==> src/rtl/core/wbps_pkg.sv <==
// Shared types and constants for the wildcard byte pattern scanner.
// Used by the interfaces and by every module of the block; depends on nothing.
`timescale 1ns / 1ps

package wbps_pkg;

	// Fixed field widths
	localparam int unsigned PAT_BYTES  = 16;
	localparam int unsigned PAT_LEN_W  = 5;
	localparam int unsigned OFFSET_W   = 32;
	localparam int unsigned CFG_DATA_W = 64;
	localparam int unsigned CFG_IDX_W  = 3;

	// Parameter defaults for the top level
	localparam int unsigned DEF_MAX_PATTERN_BYTES = 16;
	localparam int unsigned DEF_ADDRESS_BITS      = 48;

	// Configuration register indexes
	typedef enum logic [CFG_IDX_W-1:0] {
		REG_PAT_LO     = 3'd0,
		REG_PAT_HI     = 3'd1,
		REG_WC_MASK    = 3'd2,
		REG_PAT_LEN    = 3'd3,
		REG_START_ADDR = 3'd4,
		REG_RES_OFFSET = 3'd5
	} cfg_reg_t;

	// Pattern bytes and wildcard bits, byte 0 in the low bits
	typedef struct packed {
		logic [PAT_BYTES*8-1:0] pattern;
		logic [PAT_BYTES-1:0]   wc_mask;
	} pat_cfg_t;

	// Result request passed from the window stage to the output stage
	typedef struct packed {
		logic valid;
		logic found;
	} hit_req_t;

endpackage

==> src/rtl/core/wbps_if.sv <==
// Stream channels of the scanner: the memory byte channel and the result channel.
// Depends on wbps_pkg for the default address width.
`timescale 1ns / 1ps

interface wbps_in_if
	import wbps_pkg::*;
();
	logic       valid;
	logic       ready;
	logic [7:0] data_byte;
	logic       byte_readable;
	logic       range_last;

	modport source (output valid, output data_byte, output byte_readable,
		output range_last, input ready);
	modport sink (input valid, input data_byte, input byte_readable,
		input range_last, output ready);
endinterface

interface wbps_out_if
	import wbps_pkg::*;
#(
	parameter int unsigned ADDRESS_BITS = DEF_ADDRESS_BITS
) ();
	logic                    valid;
	logic                    ready;
	logic                    found;
	logic [ADDRESS_BITS-1:0] match_address;

	modport source (output valid, output found, output match_address, input ready);
	modport sink (input valid, input found, input match_address, output ready);
endinterface

==> src/rtl/core/wildcard_byte_pattern_scanner.sv <==
// Top level of the wildcard byte pattern scanner.
// Depends on wbps_pkg, wbps_if, wbps_cfg, wbps_window and wbps_result.
//
// Usage:
//  - mem carries one memory byte per request with its readable flag; range_last
//    marks the final byte of a scanned range. A new range starts on the next byte.
//  - result carries at most one request per range: found = 1 with the start
//    address of the first match (result offset added to the low 32 bits), or
//    found = 0 with a zero address when the range ends without a match.
//  - Configuration writes (pattern, wildcard mask, length, start, offset) are taken
//    with cfg_we high, by the user only while no scan is in progress (unchecked).
//  - Throughput: one byte per cycle unless the result path stalls; the window
//    compare covers all pattern bytes in parallel in the cycle the byte is taken.
//  - Result path: the window stage register loads as the byte is taken, and the
//    output register takes the request from it once the output may advance; the
//    result is shown from the output register.
//  - Reset clears the window's readable flags and range state, the registers go
//    to their reset values (length one) and no result is pending.
//  - When the result receiver stalls, the output register holds its result and
//    the window stage still takes bytes until a second result is waiting there.
`timescale 1ns / 1ps

module wildcard_byte_pattern_scanner
	import wbps_pkg::*;
#(
	parameter int unsigned MAX_PATTERN_BYTES = DEF_MAX_PATTERN_BYTES,
	parameter int unsigned ADDRESS_BITS      = DEF_ADDRESS_BITS
) (
	input  logic                  clk,
	input  logic                  arst_n,
	input  logic                  cfg_we,
	input  logic [CFG_IDX_W-1:0]  cfg_index,
	input  logic [CFG_DATA_W-1:0] cfg_data,
	wbps_in_if.sink               mem,
	wbps_out_if.source            result
);

	localparam int unsigned WIN   = (MAX_PATTERN_BYTES < PAT_BYTES) ?
		MAX_PATTERN_BYTES : PAT_BYTES;
	localparam int unsigned LEN_W = $clog2(WIN + 1);

	pat_cfg_t                pat;
	logic [LEN_W-1:0]        len_m1;
	logic [ADDRESS_BITS-1:0] start_address;
	logic [OFFSET_W-1:0]     result_offset;
	hit_req_t                req_s1;
	logic [ADDRESS_BITS-1:0] base_s1;
	logic                    down_ready;

	// Configuration registers
	wbps_cfg #(
		.WIN    (WIN),
		.ADDR_W (ADDRESS_BITS),
		.LEN_W  (LEN_W)
	) u_cfg (
		.clk           (clk),
		.arst_n        (arst_n),
		.cfg_we        (cfg_we),
		.cfg_index     (cfg_index),
		.cfg_data      (cfg_data),
		.pat           (pat),
		.len_m1        (len_m1),
		.start_address (start_address),
		.result_offset (result_offset)
	);

	// Window and compare
	wbps_window #(
		.WIN    (WIN),
		.ADDR_W (ADDRESS_BITS),
		.LEN_W  (LEN_W)
	) u_window (
		.clk           (clk),
		.arst_n        (arst_n),
		.valid         (mem.valid),
		.ready         (mem.ready),
		.data_byte     (mem.data_byte),
		.byte_readable (mem.byte_readable),
		.range_last    (mem.range_last),
		.pat           (pat),
		.len_m1        (len_m1),
		.start_address (start_address),
		.down_ready    (down_ready),
		.req_s1        (req_s1),
		.base_s1       (base_s1)
	);

	// Address adjust and output register
	wbps_result #(
		.ADDR_W (ADDRESS_BITS)
	) u_result (
		.clk           (clk),
		.arst_n        (arst_n),
		.req_s1        (req_s1),
		.base_s1       (base_s1),
		.result_offset (result_offset),
		.down_ready    (down_ready),
		.result        (result)
	);

endmodule

==> src/rtl/core/wbps_cfg.sv <==
// Configuration registers of the scanner, with the pattern length clamped on write.
// Depends on wbps_pkg.
`timescale 1ns / 1ps

module wbps_cfg
	import wbps_pkg::*;
#(
	parameter int unsigned WIN    = 16,
	parameter int unsigned ADDR_W = DEF_ADDRESS_BITS,
	parameter int unsigned LEN_W  = $clog2(WIN + 1)
) (
	input  logic                  clk,
	input  logic                  arst_n,
	input  logic                  cfg_we,
	input  logic [CFG_IDX_W-1:0]  cfg_index,
	input  logic [CFG_DATA_W-1:0] cfg_data,
	output pat_cfg_t              pat,
	output logic [LEN_W-1:0]      len_m1,
	output logic [ADDR_W-1:0]     start_address,
	output logic [OFFSET_W-1:0]   result_offset
);

	logic [CFG_DATA_W-1:0] pat_lo_q;
	logic [CFG_DATA_W-1:0] pat_hi_q;
	logic [PAT_BYTES-1:0]  wc_q;
	logic [LEN_W-1:0]      len_m1_q;
	logic [ADDR_W-1:0]     start_q;
	logic [OFFSET_W-1:0]   offset_q;
	logic [PAT_LEN_W-1:0]  len_wr;
	logic [LEN_W-1:0]      len_m1_wr;

	// Clamp length to 1..WIN, kept as length minus one
	assign len_wr = cfg_data[PAT_LEN_W-1:0];
	always_comb begin
		if (len_wr == '0) begin
			len_m1_wr = '0;
		end else if (len_wr > PAT_LEN_W'(WIN)) begin
			len_m1_wr = LEN_W'(WIN - 1);
		end else begin
			len_m1_wr = LEN_W'(len_wr - PAT_LEN_W'(1));
		end
	end

	// Register writes; unknown indexes are ignored
	always_ff @(posedge clk or negedge arst_n) begin
		if (!arst_n) begin
			pat_lo_q <= '0;
			pat_hi_q <= '0;
			wc_q     <= '0;
			len_m1_q <= '0;
			start_q  <= '0;
			offset_q <= '0;
		end else if (cfg_we) begin
			unique case (cfg_reg_t'(cfg_index))
				REG_PAT_LO:     pat_lo_q <= cfg_data;
				REG_PAT_HI:     pat_hi_q <= cfg_data;
				REG_WC_MASK:    wc_q     <= cfg_data[PAT_BYTES-1:0];
				REG_PAT_LEN:    len_m1_q <= len_m1_wr;
				REG_START_ADDR: start_q  <= cfg_data[ADDR_W-1:0];
				REG_RES_OFFSET: offset_q <= cfg_data[OFFSET_W-1:0];
				default: begin
				end
			endcase
		end
	end

	assign pat.pattern    = {pat_hi_q, pat_lo_q};
	assign pat.wc_mask    = wc_q;
	assign len_m1         = len_m1_q;
	assign start_address  = start_q;
	assign result_offset  = offset_q;

endmodule

==> src/rtl/core/wbps_window.sv <==
// Byte window, parallel pattern compare and range tracking; holds the first stage register.
// Depends on wbps_pkg.
`timescale 1ns / 1ps

module wbps_window
	import wbps_pkg::*;
#(
	parameter int unsigned WIN    = 16,
	parameter int unsigned ADDR_W = DEF_ADDRESS_BITS,
	parameter int unsigned LEN_W  = $clog2(WIN + 1),
	parameter int unsigned IDX_W  = (WIN > 1) ? $clog2(WIN) : 1
) (
	input  logic              clk,
	input  logic              arst_n,
	input  logic              valid,
	output logic              ready,
	input  logic [7:0]        data_byte,
	input  logic              byte_readable,
	input  logic              range_last,
	input  pat_cfg_t          pat,
	input  logic [LEN_W-1:0]  len_m1,
	input  logic [ADDR_W-1:0] start_address,
	input  logic              down_ready,
	output hit_req_t          req_s1,
	output logic [ADDR_W-1:0] base_s1
);

	logic [7:0]        byte_win_q [WIN];
	logic [WIN-1:0]    rd_win_q;
	logic [ADDR_W-1:0] bytes_seen_q;
	logic              match_done_q;

	logic [7:0]        new_byte [WIN];
	logic [WIN-1:0]    new_rd;
	logic [7:0]        pat_b [WIN];
	logic [WIN-1:0]    wc_b;
	logic [WIN-1:0]    ok;
	logic              hit;
	logic              produce;
	logic              accept;
	logic [ADDR_W-1:0] base;

	assign ready  = !req_s1.valid || down_ready;
	assign accept = valid && ready;

	// Window as it stands once the new byte is shifted in
	always_comb begin
		new_byte[0] = data_byte;
		new_rd[0]   = byte_readable;
		for (int i = 1; i < WIN; i++) begin
			new_byte[i] = byte_win_q[i-1];
			new_rd[i]   = rd_win_q[i-1];
		end
	end

	// Pattern bytes in use
	always_comb begin
		for (int i = 0; i < WIN; i++) begin
			pat_b[i] = pat.pattern[i*8 +: 8];
			wc_b[i]  = pat.wc_mask[i];
		end
	end

	// Entry w lines up with pattern byte len-1-w; entries past the length pass
	always_comb begin
		logic [IDX_W-1:0] k;
		for (int w = 0; w < WIN; w++) begin
			k     = IDX_W'(len_m1 - LEN_W'(w));
			ok[w] = (LEN_W'(w) > len_m1) ||
				(new_rd[w] && (wc_b[k] || (new_byte[w] == pat_b[k])));
		end
	end

	assign hit     = &ok;
	assign produce = !match_done_q && (hit || range_last);
	assign base    = start_address + bytes_seen_q - ADDR_W'(len_m1);

	// Window contents; only readable flags need clearing at range end
	always_ff @(posedge clk) begin
		if (accept && !match_done_q) begin
			for (int i = 0; i < WIN; i++) begin
				byte_win_q[i] <= new_byte[i];
			end
		end
	end

	// Range tracking
	always_ff @(posedge clk or negedge arst_n) begin
		if (!arst_n) begin
			rd_win_q     <= '0;
			bytes_seen_q <= '0;
			match_done_q <= 1'b0;
		end else if (accept) begin
			if (range_last) begin
				rd_win_q     <= '0;
				bytes_seen_q <= '0;
				match_done_q <= 1'b0;
			end else if (!match_done_q) begin
				rd_win_q     <= new_rd;
				bytes_seen_q <= bytes_seen_q + ADDR_W'(1);
				match_done_q <= hit;
			end
		end
	end

	// First stage register: a request only for items that give a result
	always_ff @(posedge clk or negedge arst_n) begin
		if (!arst_n) begin
			req_s1 <= '0;
		end else if (ready) begin
			req_s1.valid <= accept && produce;
			req_s1.found <= hit;
		end
	end

	always_ff @(posedge clk) begin
		if (accept) begin
			base_s1 <= base;
		end
	end

endmodule

==> src/rtl/core/wbps_result.sv <==
// Output stage: adds the result offset to the low address bits and holds the result.
// Depends on wbps_pkg and the result channel interface.
`timescale 1ns / 1ps

module wbps_result
	import wbps_pkg::*;
#(
	parameter int unsigned ADDR_W = DEF_ADDRESS_BITS
) (
	input  logic                clk,
	input  logic                arst_n,
	input  hit_req_t            req_s1,
	input  logic [ADDR_W-1:0]   base_s1,
	input  logic [OFFSET_W-1:0] result_offset,
	output logic                down_ready,
	wbps_out_if.source          result
);

	logic                valid_q;
	logic                found_q;
	logic [ADDR_W-1:0]   addr_q;
	logic [OFFSET_W-1:0] low;
	logic                advance;

	assign advance    = !valid_q || result.ready;
	assign down_ready = advance;

	// Offset wraps within the low word; upper bits pass through
	assign low = base_s1[OFFSET_W-1:0] + result_offset;

	always_ff @(posedge clk or negedge arst_n) begin
		if (!arst_n) begin
			valid_q <= 1'b0;
		end else if (advance) begin
			valid_q <= req_s1.valid;
		end
	end

	always_ff @(posedge clk) begin
		if (advance && req_s1.valid) begin
			found_q <= req_s1.found;
			addr_q  <= req_s1.found ? {base_s1[ADDR_W-1:OFFSET_W], low} : '0;
		end
	end

	assign result.valid         = valid_q;
	assign result.found         = found_q;
	assign result.match_address = addr_q;

endmodule

==> src/flat_wrapper.sv <==
// flat-port wrapper written by rule: the top's interface ports become plain ports
module wildcard_byte_pattern_scanner_flat import wbps_pkg::*;
#(
	parameter int unsigned MAX_PATTERN_BYTES = DEF_MAX_PATTERN_BYTES,
	parameter int unsigned ADDRESS_BITS      = DEF_ADDRESS_BITS
)
  (clk, arst_n, cfg_we, cfg_index, cfg_data, mem_valid, mem_data_byte, mem_byte_readable, mem_range_last, mem_ready, result_valid, result_found, result_match_address, result_ready);
  wbps_in_if mem_i ();
  wbps_out_if #(.ADDRESS_BITS(ADDRESS_BITS)) result_i ();
  input  logic clk;
  input  logic arst_n;
  input  logic cfg_we;
  input  logic [CFG_IDX_W-1:0] cfg_index;
  input  logic [CFG_DATA_W-1:0] cfg_data;
  input wire logic [$bits(mem_i.valid)-1:0] mem_valid;
  input wire logic [$bits(mem_i.data_byte)-1:0] mem_data_byte;
  input wire logic [$bits(mem_i.byte_readable)-1:0] mem_byte_readable;
  input wire logic [$bits(mem_i.range_last)-1:0] mem_range_last;
  output wire logic [$bits(mem_i.ready)-1:0] mem_ready;
  output wire logic [$bits(result_i.valid)-1:0] result_valid;
  output wire logic [$bits(result_i.found)-1:0] result_found;
  output wire logic [$bits(result_i.match_address)-1:0] result_match_address;
  input wire logic [$bits(result_i.ready)-1:0] result_ready;
  assign mem_i.valid = mem_valid;
  assign mem_i.data_byte = mem_data_byte;
  assign mem_i.byte_readable = mem_byte_readable;
  assign mem_i.range_last = mem_range_last;
  assign mem_ready = mem_i.ready;
  assign result_valid = result_i.valid;
  assign result_found = result_i.found;
  assign result_match_address = result_i.match_address;
  assign result_i.ready = result_ready;
  wildcard_byte_pattern_scanner #(.MAX_PATTERN_BYTES(MAX_PATTERN_BYTES), .ADDRESS_BITS(ADDRESS_BITS)) u_core (.clk(clk), .arst_n(arst_n), .cfg_we(cfg_we), .cfg_index(cfg_index), .cfg_data(cfg_data), .mem(mem_i), .result(result_i));
endmodule
==> config.mk <==
export PLATFORM = sky130hd
export DESIGN_NAME = wildcard_byte_pattern_scanner_flat
export DESIGN_NICKNAME = d
export VERILOG_FILES = /design/src/rtl/core/wbps_pkg.sv /design/src/rtl/core/wbps_if.sv /design/src/rtl/core/wildcard_byte_pattern_scanner.sv /design/src/rtl/core/wbps_cfg.sv /design/src/rtl/core/wbps_window.sv /design/src/rtl/core/wbps_result.sv /design/src/flat_wrapper.sv
export SDC_FILE = /design/constraint.sdc
export NUM_CORES = 1
export LEC_CHECK = 0
export BUFFER_PORTS_ARGS = -buffer_cell sky130_fd_sc_hd__buf_2
export CAP_MARGIN = 20
export CELL_PAD_IN_SITES_DETAIL_PLACEMENT = 1
export CELL_PAD_IN_SITES_GLOBAL_PLACEMENT = 1
export CORE_ASPECT_RATIO = 0.7
export CORE_MARGIN = 2
export CORE_UTILIZATION = 30
export CTS_CLUSTER_SIZE = 24
export DETAILED_ROUTE_END_ITERATION = 10
export PLACE_DENSITY = 0.54
export SETUP_SLACK_MARGIN = 0.5
export SYNTH_ARGS = -nofsm -noshare
export SYNTH_HDL_FRONTEND = slang
export SYNTH_HIERARCHICAL = 1
export SYNTH_SLANG_ARGS = --single-unit
==> constraint.sdc <==
create_clock -name clk -period 7.1 [get_ports clk]
set_input_delay 0.355 -clock clk [delete_from_list [all_inputs] [get_ports clk]]
set_output_delay 0.355 -clock clk [all_outputs]
set_load 0.01 [all_outputs]
; Yosys cells after proc, flatten, opt, wreduce, memory -nomap -nowiden
; Memories as Yosys holds them, arrays and structs flattened.
; Index checks and enable logic that the tools add are counted.
[word_totals]
regBits = 393
ram_bits = 128
input_bits = 82
output_inout_bits = 51
elab_cells = 282
mem_count = 1
[classes]
addsub = 20
n_lt_le_gt_ge = 49
eq_ne = 22
n_mux = 90
n_bitwise = 16
n_reduce_logical = 69
[mem_list]
columns = memory, depth, width, rd, rd_ports_with_merged_regs, wr, line
row1 = u_core.u_window.byte_win_q, 16, 8, 15, 0, 16, wbps_window.sv:28  ; logic [7:0] byte_win_q [WIN];
[ops]
columns = cell, n
row1 = 8-bit binary-select mux with 4-bit select, 16
row2 = 8-bit 2-to-1 mux, 32
row3 = 8-bit == test, 16
row4 = 48-bit 2-to-1 mux, 2
row5 = 5-bit >= comparator (second input constant), 16
row6 = 4-bit by 5-bit < comparator with 1-bit output (second input constant), 16
row7 = 4-bit inverter with 5-bit output, 16
row8 = 1-bit binary-select mux with 4-bit select, 16
row9 = 48-bit by 1-bit adder with 48-bit output (second input constant), 1
row10 = 48-bit adder, 1
row11 = 48-bit by 5-bit subtractor with 48-bit output, 1
row12 = 4-bit by 5-bit > comparator with 1-bit output (first input constant), 8
row13 = 1-bit logical OR, 35
row14 = 32-bit adder, 1
row15 = 4-bit subtractor (second input constant), 8
row16 = 15-bit 2-to-1 mux, 2
row17 = 1-bit logical AND, 21
row18 = 3-bit by 5-bit > comparator with 1-bit output (first input constant), 4
row19 = 1-bit 2-to-1 mux, 20
row20 = 16-bit AND reduction, 1
row21 = 4-bit by 3-bit subtractor with 4-bit output (second input constant), 4
row22 = 2-bit AND reduction, 7
row23 = 1-bit by 5-bit > comparator with 1-bit output (first input constant), 2
row24 = 2-bit by 5-bit > comparator with 1-bit output (first input constant), 2
row25 = other kinds (12), 18

; Longest topological paths before layout
; Gate-level depths: netlist (run 1).
[depth]
depth_word = 13
ltp_mapped = 21
depth_no_buf = 16

; By module
; Netlist (run 1), hierarchy kept.
[by_module_without_submodules]
columns = mod, instances, cells_per_inst, area_per_inst_um2, seq_area_each_um2
row1 = wbps_window, 1, 1895, 21922.3, 6696.4
row2 = wbps_cfg, 1, 512, 8962.3, 5730.5
row3 = wbps_result, 1, 386, 3719.8, 1496.4

; Worst setup path before layout (run 1)
; Ideal clock, no wire load.
[synth_timing]
kind = reg2reg
start = register u_core.u_result.valid_q (netlist: u_core/u_result/result.valid)
end = memory u_core.u_window.byte_win_q[0][0] (enable)
setup_time_ps = 605
arrival_ps = 5987
required_time_ps = 6495
setup_slack_ps = 508
stages_incl_launch_ff = 5
path_buffers = 0
synth_period_minus_slack_ps = 6592
cell_sequence = dfrtp_1 > nand2b_1 > nand2b_1 > nand2_1 > nor2_1
[synth_lines]
columns = item, line
row1 = start: declaration, wbps_result.sv:19  ; logic valid_q;
row2 = start signal: assignment, wbps_result.sv:35  ; valid_q <= req_s1.valid;
row3 = end: declaration, wbps_window.sv:28

; Final worst setup path (run 1)
[layout_timing]
start = register u_core.u_cfg.len_m1_q[0] (netlist: u_core/u_cfg/len_m1[0])
end = register u_core.u_window.match_done_q
[layout_via]
elab_chain_len = 12
word_cells_on_any_way = 194
cone_classes = add/sub (15) / order compare (16) / eq/ne (16) / mux (82) / bitwise (16) / reduce/logical (49)
[layout_lines]
columns = item, line
row1 = start: declaration, wbps_cfg.sv:26  ; logic [LEN_W-1:0] len_m1_q;
row2 = start signal: assignment, wbps_cfg.sv:58  ; REG_PAT_LEN: len_m1_q <= len_m1_wr;
row3 = "4-bit by 1-bit subtractor with 4-bit output, or another cell as far along", wbps_window.sv:68  ; k = IDX_W'(len_m1 - LEN_W'(w));
row4 = 4-bit inverter with 5-bit output (implied by the code), wbps_window.sv:70  ; (new_rd[w] && (wc_b[k] || (new_byte[w] == pat_b[k])));
row5 = 8-bit binary-select mux with 4-bit select, wbps_window.sv:70
row6 = 8-bit 2-to-1 mux (implied by the code) (2 in a row), wbps_window.sv:70
row7 = 8-bit == test, wbps_window.sv:70
row8 = 1-bit logical OR, wbps_window.sv:70
row9 = 1-bit logical AND, wbps_window.sv:70
row10 = 1-bit logical OR, wbps_window.sv:69  ; ok[w] = (LEN_W'(w) > len_m1) ||
row11 = 16-bit AND reduction *, wbps_window.sv:74  ; assign hit = &ok;
row12 = 1-bit 2-to-1 mux *, wbps_window.sv:98  ; end else if (!match_done_q) begin
row13 = 1-bit 2-to-1 mux *, wbps_window.sv:94  ; if (range_last) begin
row14 = end signal: assignment, wbps_window.sv:101  ; match_done_q <= hit;
row15 = end: declaration, wbps_window.sv:31  ; logic match_done_q;
; Every way passes the cells marked *; elsewhere a longest branch is shown, timed or not. The select of a mux whose other input is x is not followed.
; A chain may end at the register's enable or synchronous reset.

==> flow_metrics.py, run 1 <==
metrics = {
    "outcome": {
        "status": "completed",
    },
    "detailed_routing": {
        "wl_um": 123000,
        "dr.pass1.iters": 5,
        "drcViolationCount": 0,
        "ant_nets": 0,
        "first_iter_violations": 2041,
        "routedWlPerCell_um": 27.1,
        "via_per_inst": 5.54,
        "via_count": 25000,
    },
    "floorplan": {
        "rows": 104,
        "core_um2": 115000,
        "start_util": 0.302,
        "die_h_um": 288,
        "fp.dieW_um": 410,
        "dieArea_um2": 118000,
        "num_io_pins": 133,
    },
    "sta": {
        "final_hold_viol_count": 0,
        "setup_viol": 0,
        "worst_pin_slew_ps": 1430,
        "timing.final.crit_share": 0.788,
        "finClkSkew_ps": 43.9,
        "final.setup.tns_ps": 0,
        "rsz0062_at_grt": "no",
        "finalMaxSlewViolations": 0,
        "slew_headroom": 0.0472,
        "period_minus_slack_ps": 5600,
        "timing.fmax_ghz": 0.179,
    },
    "yosys": {
        "seq_area_frac_synth": 0.402,
        "synth_edf_count": 217,
        "synth_cell_type_count": 91,
        "async_flop_share": 0.577,
        "postSynthAreaPerCell_um2": 12.4,
        "synth_cells": 2793,
        "ys_ff_latch": 513,
        "synth_ff_type": "dfrtp_1",
        "syn_area_um2": 34600,
        "yosysWarnings": 6,
        "synth_nets": 3018,
    },
    "job": {
        "max_cap_violations": 0,
    },
    "layout": {
        "drive_gt1_frac": 0.236,
        "regArea_um2": 13900,
        "area_growth_pct": 13.5,
        "design_area_um2": 39300,
        "fin_nets": 3154,
        "fillCellCount": 12200,
        "multiInputGateArea_um2": 19200,
    },
    "grt": {
        "grt_max_degree": 125,
        "overflow": 0,
        "grt_first_pass_wirelength_um": 180000,
        "grt_usage": 0.205,
        "antenna_found_initial": 9,
        "grt_pass1_vias": 25100,
    },
    "clock_network": {
        "numCtsBuffers": 57,
        "cts.sink_count": 513,
        "cts_root_buf": "clkbuf_16",
        "tritoncts": "built",
        "cts_buffer_depth": 3,
        "clk_pin_slew_ps": 70,
        "h-tree-depth": 2,
        "insertion_delay_ps": 670,
        "cts_setup_buffers": 0,
    },
    "critical_path": {
        "arrival_ps": 6150,
        "crit_top_cell": "mux4_2",
        "cp-end-kind": "flip-flop",
        "cp_cell_sequence": "clkinv_1, ha_4, buf_4, mux4_2, mux4_2, xnor2_1, nand4_1, o21ai_0, o311ai_1, or3b_1, nor4_2, a2bb2oi_1",
        "crit_required_ps": 7660,
        "critPathSlowestCell": "ha_4",
        "crit_buf_inv": 2,
        "worstSetupPathType": "flip-flop to flip-flop",
        "worst_path_largest_cell_delay_ps": 880,
        "startpoint_type": "flip-flop",
        "critPathTopFamily": "multiplexers",
        "cp_max_fo": 52,
    },
    "placement": {
        "io_buffer_count": 132,
        "place.gp.congestion": 0.924,
        "placed_area_um2": 36900,
        "place_hpwl_um": 94400,
    },
    "pwr": {
        "ir_drop_v": 0.000216,
        "leakage_nw": 15.8,
        "power_density_nw_per_um2": 398,
    },
    "min_path": {
        "hp-class": "input port to flip-flop",
    },
}
routing by layer:
layer	up-vias	global-route usage	routed length, um
met5	-	0	13
met4	2	0.0341	1800
met3	133	0.0405	8920
met2	857	0.295	51200
met1	13300	0.318	60500
li1	10800	-	-
state kept, by name (all words and copies together) (netlist names):
| name | cells |
|---|---|
| u_core/u_window/byte_win_q | 120 |
| u_core/u_cfg/pat_hi_q | 64 |
| u_core/u_cfg/pat_lo_q | 64 |
| u_core/u_cfg/start_address | 48 |
| u_core/u_result/result.match_address | 48 |
| u_core/u_window/base_s1 | 48 |
| u_core/u_window/bytes_seen_q | 48 |
| u_core/u_cfg/result_offset | 32 |
| u_core/u_cfg/wc_q | 16 |
| u_core/u_window/rd_win_q | 15 |
| u_core/u_cfg/len_m1 | 5 |
| u_core/u_window/req_s1 | 2 |
| u_core/u_result/result.found | 1 |
| u_core/u_result/result.valid | 1 |
| u_core/u_window/match_done_q | 1 |
final cells by class:
class,count,area share
Clock inverter,33,0.00876
Tap cell,1537,0.0490
Clock buffer,74,0.0406
Antenna cell,5,0.000319
Sequential cell,513,0.355
Inverter,219,0.0209
Multi-Input combinational cell,1923,0.489
Timing Repair Buffer,215,0.0366
path summary, 6_finish.rpt:
path	startpoint	to	slack (ps)	cells after the start
setup / recovery	u_core/u_cfg/len_m1[0]$_DFFE_PN0P_	u_core/u_window/match_done_q$_DFFE_PN0P_	1500	12
hold / removal	cfg_data[28]	u_core/u_cfg/start_address[28]$_DFFE_PN0P_	40	2
setup reg to reg	u_core/u_cfg/len_m1[0]$_DFFE_PN0P_	u_core/u_window/match_done_q$_DFFE_PN0P_	1500	12
hold reg to reg	u_core/u_window/byte_win_q[1][9]$_DFFE_PP_	u_core/u_window/byte_win_q[1][17]$_DFFE_PP_	470	0
max in group asynchronous	arst_n	u_core/u_cfg/pat_lo_q[5]$_DFFE_PN0P_	5290	3
min in group asynchronous	arst_n	u_core/u_cfg/result_offset[5]$_DFFE_PN0P_	340	2
cell usage after synthesis, drive strengths merged (4+ instances only):
cell | instances | area share
o21bai | 9 | 0.0020
nor4 | 28 | 0.0054
edfxtp | 217 | 0.19
nor2 | 137 | 0.015
nor3 | 34 | 0.0052
and3 | 22 | 0.0040
o41ai | 6 | 0.0015
ha | 137 | 0.050
clkinv | 4 | 0.00043
a311oi | 4 | 0.0010
mux2 | 231 | 0.083
o31ai | 5 | 0.0011
xnor2 | 187 | 0.048
o21ai | 74 | 0.011
a221oi | 11 | 0.0030
o21a | 15 | 0.0033
a211oi | 19 | 0.0041
a21boi | 6 | 0.0013
buf | 92 | 0.018
or2 | 5 | 0.00090
nor2b | 9 | 0.0016
inv | 215 | 0.023
mux2i | 164 | 0.047
nand3 | 44 | 0.0064
a21oi | 111 | 0.016
fa | 6 | 0.0035
or3b | 5 | 0.0013
dfrtp | 296 | 0.21
a22o | 15 | 0.0038
nand4 | 42 | 0.0076
clkbuf | 46 | 0.0050
o211ai | 13 | 0.0030
a21o | 40 | 0.0087
nand2 | 104 | 0.011
nand2b | 18 | 0.0033
or3 | 7 | 0.0013
and2 | 29 | 0.0052
xor2 | 73 | 0.018
mux4 | 236 | 0.15
a31oi | 18 | 0.0033
a22oi | 4 | 0.00087
metrics by stage:
| step | hold WS, ps | power [mW] | setup slack (ps) | std cells | utilization |
|---|---|---|---|---|---|
| after floorplan | 59.4 | 9.74 | 508 | 2793 | - |
| after global placement | 452 | 12.3 | 1670 | 4363 | 0.322 |
| after detailed placement | 453 | 12.4 | 1550 | 4364 | 0.322 |
| after CTS | 0.350 | 15.7 | 1510 | 4513 | 0.342 |
| after global routing | 18.1 | 16.5 | 1210 | 4514 | 0.342 |
| final | 36.1 | 15.6 | 1500 | 4519 | 0.343 |
cells by family after synthesis:
kind of cell               count (synthesis)  synth area share
and+or+nand+nor                          499            0.0728
AOI/OAI and AO/OA                        390            0.0749
buffers and inverters                    357            0.0471
DFF                                      513             0.402
xor gates and xnor gates                 260            0.0660
muxes                                    631             0.284
adders and majority gates                143            0.0530
cell usage in the layout, fill, tap and decap left out, drive strengths merged, types with 22 or more instances in the layout:
cell type,Yosys,final
dfrtp,296,296
mux4,236,236
mux2,231,231
inv,215,228
edfxtp,217,217
xnor2,187,187
buf,92,173
mux2i,164,164
nor2,137,137
ha,137,137
a21oi,111,111
nand2,104,104
o21ai,74,74
clkbuf,46,74
xor2,73,73
nand3,44,44
dlygate4sd3,0,42
nand4,42,42
a21o,40,40
nor3,34,34
and2,29,29
nor4,28,28
and3,22,22
repair_timing:
action                     CTS  global route
hold buffers                42             0
hold endpoints to repair   193             0
setup endpoints to repair    0             0
resized for setup            0             0
power breakdown:
part / leakage, nW / internal [mW] / switching, mW
sequential: 5.78 / 3.70 / 0.585
clock: 0.968 / 1.75 / 1.39
combinational: 9.07 / 3.52 / 4.70
total: 15.8 / 8.97 / 6.68
Power figures use the tool's default switching activity.
==> run 2, diff against run 1 <==
clock period = 5.5 ns   (was 7.1 ns; I/O delays follow)
==> run 2 against run 1 <==
  * Sequential share of layout area fell by 0.34 points
  * Fmax rose by 15%
  * Highest routed layer is now met4
  * Critical path depth rose by 2
  * Utilization rose by 0.34 points
  * Sequential power rose by 30%
  * Non-clock buffer count rose by 37
  * Cell area rose by 0.98%
  * Via count rose by 0.33%
  * Clock power rose by 30%
  * First-iteration DRC count rose by 15%
==> flow_metrics.py, run 2 (synthesis results as in run 1) <==
metrics = {
    "detailed_routing": {
        "dr.pass1.iters": 5,
        "via_count": 25100,
        "via_per_inst": 5.52,
        "first_iter_violations": 2342,
        "ant_nets": 0,
        "drcViolationCount": 0,
        "wl_um": 124000,
        "routedWlPerCell_um": 27.2,
    },
    "layout": {
        "instances_no_fill": 4548,
        "drive_gt1_frac": 0.242,
        "top_regs": "u_core/u_window/byte_win_q x120, u_core/u_cfg/pat_hi_q x64, u_core/u_cfg/pat_lo_q x64",
        "largest_reg_flops": 120,
        "area_growth_pct": 14.6,
        "fillCellCount": 12400,
        "final_common_cell": "dfrtp_1",
        "final_util": 0.346,
        "top_register": "u_core/u_window/byte_win_q",
        "fin_nets": 3190,
        "layout_common_cells": "dfrtp_1, mux4_2, edfxtp_1",
    },
    "critical_path": {
        "r2r-start": "u_core/u_cfg/len_m1[1]$_DFFE_PN0P_",
        "critPathTopFamily": "compound AO/OA/AOI/OAI gates",
        "crit_path_start": "u_core/u_cfg/len_m1[1]$_DFFE_PN0P_",
        "worst_path_largest_cell_delay_ps": 710,
        "ff2ff_path_depth": 14,
        "arrival_ps": 5460,
        "cp_max_fo": 21,
        "critPathSlowestCell": "a221oi_1",
        "crit_end": "u_core/u_window/req_s1[1]$_DFFE_PN0N_",
        "crit_top_cell": "buf_4",
        "cp_cell_sequence": "inv_1, ha_4, buf_4, mux4_2, nor2_1, a221oi_1, mux2i_1, xnor2_1, nor4_1, buf_4, a211oi_1, or4_4, o31ai_1, a21bo_1",
        "startpoint_type": "flip-flop",
        "path_depth": 14,
        "crit_buf_inv": 3,
        "worstSetupPathType": "flip-flop to flip-flop",
        "crit_required_ps": 6090,
        "r2r_slack_ps": 630,
        "r2r-end": "u_core/u_window/req_s1[1]$_DFFE_PN0N_",
        "cp-end-kind": "flip-flop",
    },
    "clock_network": {
        "clk_pin_slew_ps": 80,
        "numCtsBuffers": 56,
        "cts_buffer_depth": 3,
        "tritoncts": "built",
        "cts.sink_count": 513,
        "cts_root_buf": "clkbuf_16",
        "h-tree-depth": 2,
        "insertion_delay_ps": 650,
    },
    "grt": {
        "antenna_found_initial": 18,
        "overflow": 0,
        "grt_max_degree": 123,
        "grt_usage": 0.207,
        "grt_pass1_vias": 25400,
        "grt_first_pass_wirelength_um": 181000,
        "grt_use_met3": 0.0545,
        "use_met1": 0.317,
        "busiest_layer": "met1",
        "use_met2": 0.291,
    },
    "pwr": {
        "power_density_nw_per_um2": 512,
        "ir_drop_v": 0.000257,
        "leakage_nw": 16.0,
        "power_mw": 20.3,
    },
    "sta": {
        "setup_viol": 0,
        "final.setup.tns_ps": 0,
        "worst_slack_ps": 629,
        "timing.fmax_ghz": 0.205,
        "finClkSkew_ps": 26.5,
        "period_minus_slack_ps": 4870,
        "worst_pin_slew_ps": 1140,
        "rsz0062_at_grt": "yes",
        "finalMaxSlewViolations": 0,
        "slew_headroom": 0.230,
        "timing.final.crit_share": 0.886,
        "final_hold_viol_count": 0,
    },
    "floorplan": {
        "rows": 104,
        "start_util": 0.302,
        "dieArea_um2": 118000,
        "die_h_um": 288,
        "fp.dieW_um": 410,
        "core_um2": 115000,
        "num_io_pins": 133,
    },
    "min_path": {
        "hp-class": "input port to flip-flop",
    },
    "placement": {
        "post-place-ws_ps": 201,
        "place_hpwl_um": 95500,
        "placed_cells": 4387,
        "io_buffer_count": 132,
        "place.gp.congestion": 1.00,
    },
    "outcome": {
        "status": "completed",
    },
    "job": {
        "max_cap_violations": 0,
    },
}
[run 2: layer usage]
metal  vias up  wire (um)
met2       944      50500
met4         0       2370
met1     13200      59300
met5         -          0
li1      10800          -
met3       140      11500
[run 2: per-stage QoR]
stage                     hold slack (ps)  cell area, um2
final                                37.5           39700
after global routing                 5.98           39700
after detailed placement              435           37100
after global placement                391           37100
after CTS                            2.57           39600
after floorplan                     -20.6           34600
[run 2: power by group]
part           switching, mW  internal, mW
combinational           5.99          4.68
sequential             0.787          4.77
clock                   1.79          2.29
total                   8.57          11.7
[run 2: layout make-up]
type / instances / area (um2) / area share
Multi-Input combinational cell: 1923 / 19200 / 0.485
Tap cell: 1537 / 1920 / 0.0485
Clock inverter: 28 / 312 / 0.00786
Timing Repair Buffer: 252 / 1820 / 0.0458
Inverter: 219 / 822 / 0.0207
Clock buffer: 75 / 1630 / 0.0411
Sequential cell: 513 / 13900 / 0.351
Antenna cell: 1 / 2.50 / 0.0000631
[run 2: worst min-delay path by stage]
stage	start	end	slack, ps	cells after the start
finish	cfg_data[43]	u_core/u_cfg/pat_lo_q[43]$_DFFE_PN0P_	40	2
global route	cfg_data[25]	u_core/u_cfg/result_offset[25]$_DFFE_PN0P_	6	2
CTS	cfg_data[25]	u_core/u_cfg/result_offset[25]$_DFFE_PN0P_	3	2
detailed placement	arst_n	u_core/u_cfg/result_offset[5]$_DFFE_PN0P_	440	1
global placement	arst_n	u_core/u_cfg/result_offset[3]$_DFFE_PN0P_	390	1
floorplan	arst_n	u_core/u_cfg/len_m1[0]$_DFFE_PN0P_	-20	0
[run 2: worst register-to-register path: stages (launching register included)]
cell	delay, ps
dfrtp_4	540
inv_1	380
ha_4	470
buf_4	380
mux4_2	280
nor2_1	50
a221oi_1	710
mux2i_1	230
xnor2_1	270
nor4_1	320
buf_4	170
a211oi_1	60
or4_4	580
o31ai_1	250
a21bo_1	150
[run 2: timing repair]
item / CTS / global route
resized for setup: 3 / 6
setup buffers: 1 / 0
hold endpoints to repair: 230 / 0
pin swaps: 1 / 0
hold buffers: 53 / 0
setup endpoints to repair: 3 / 5
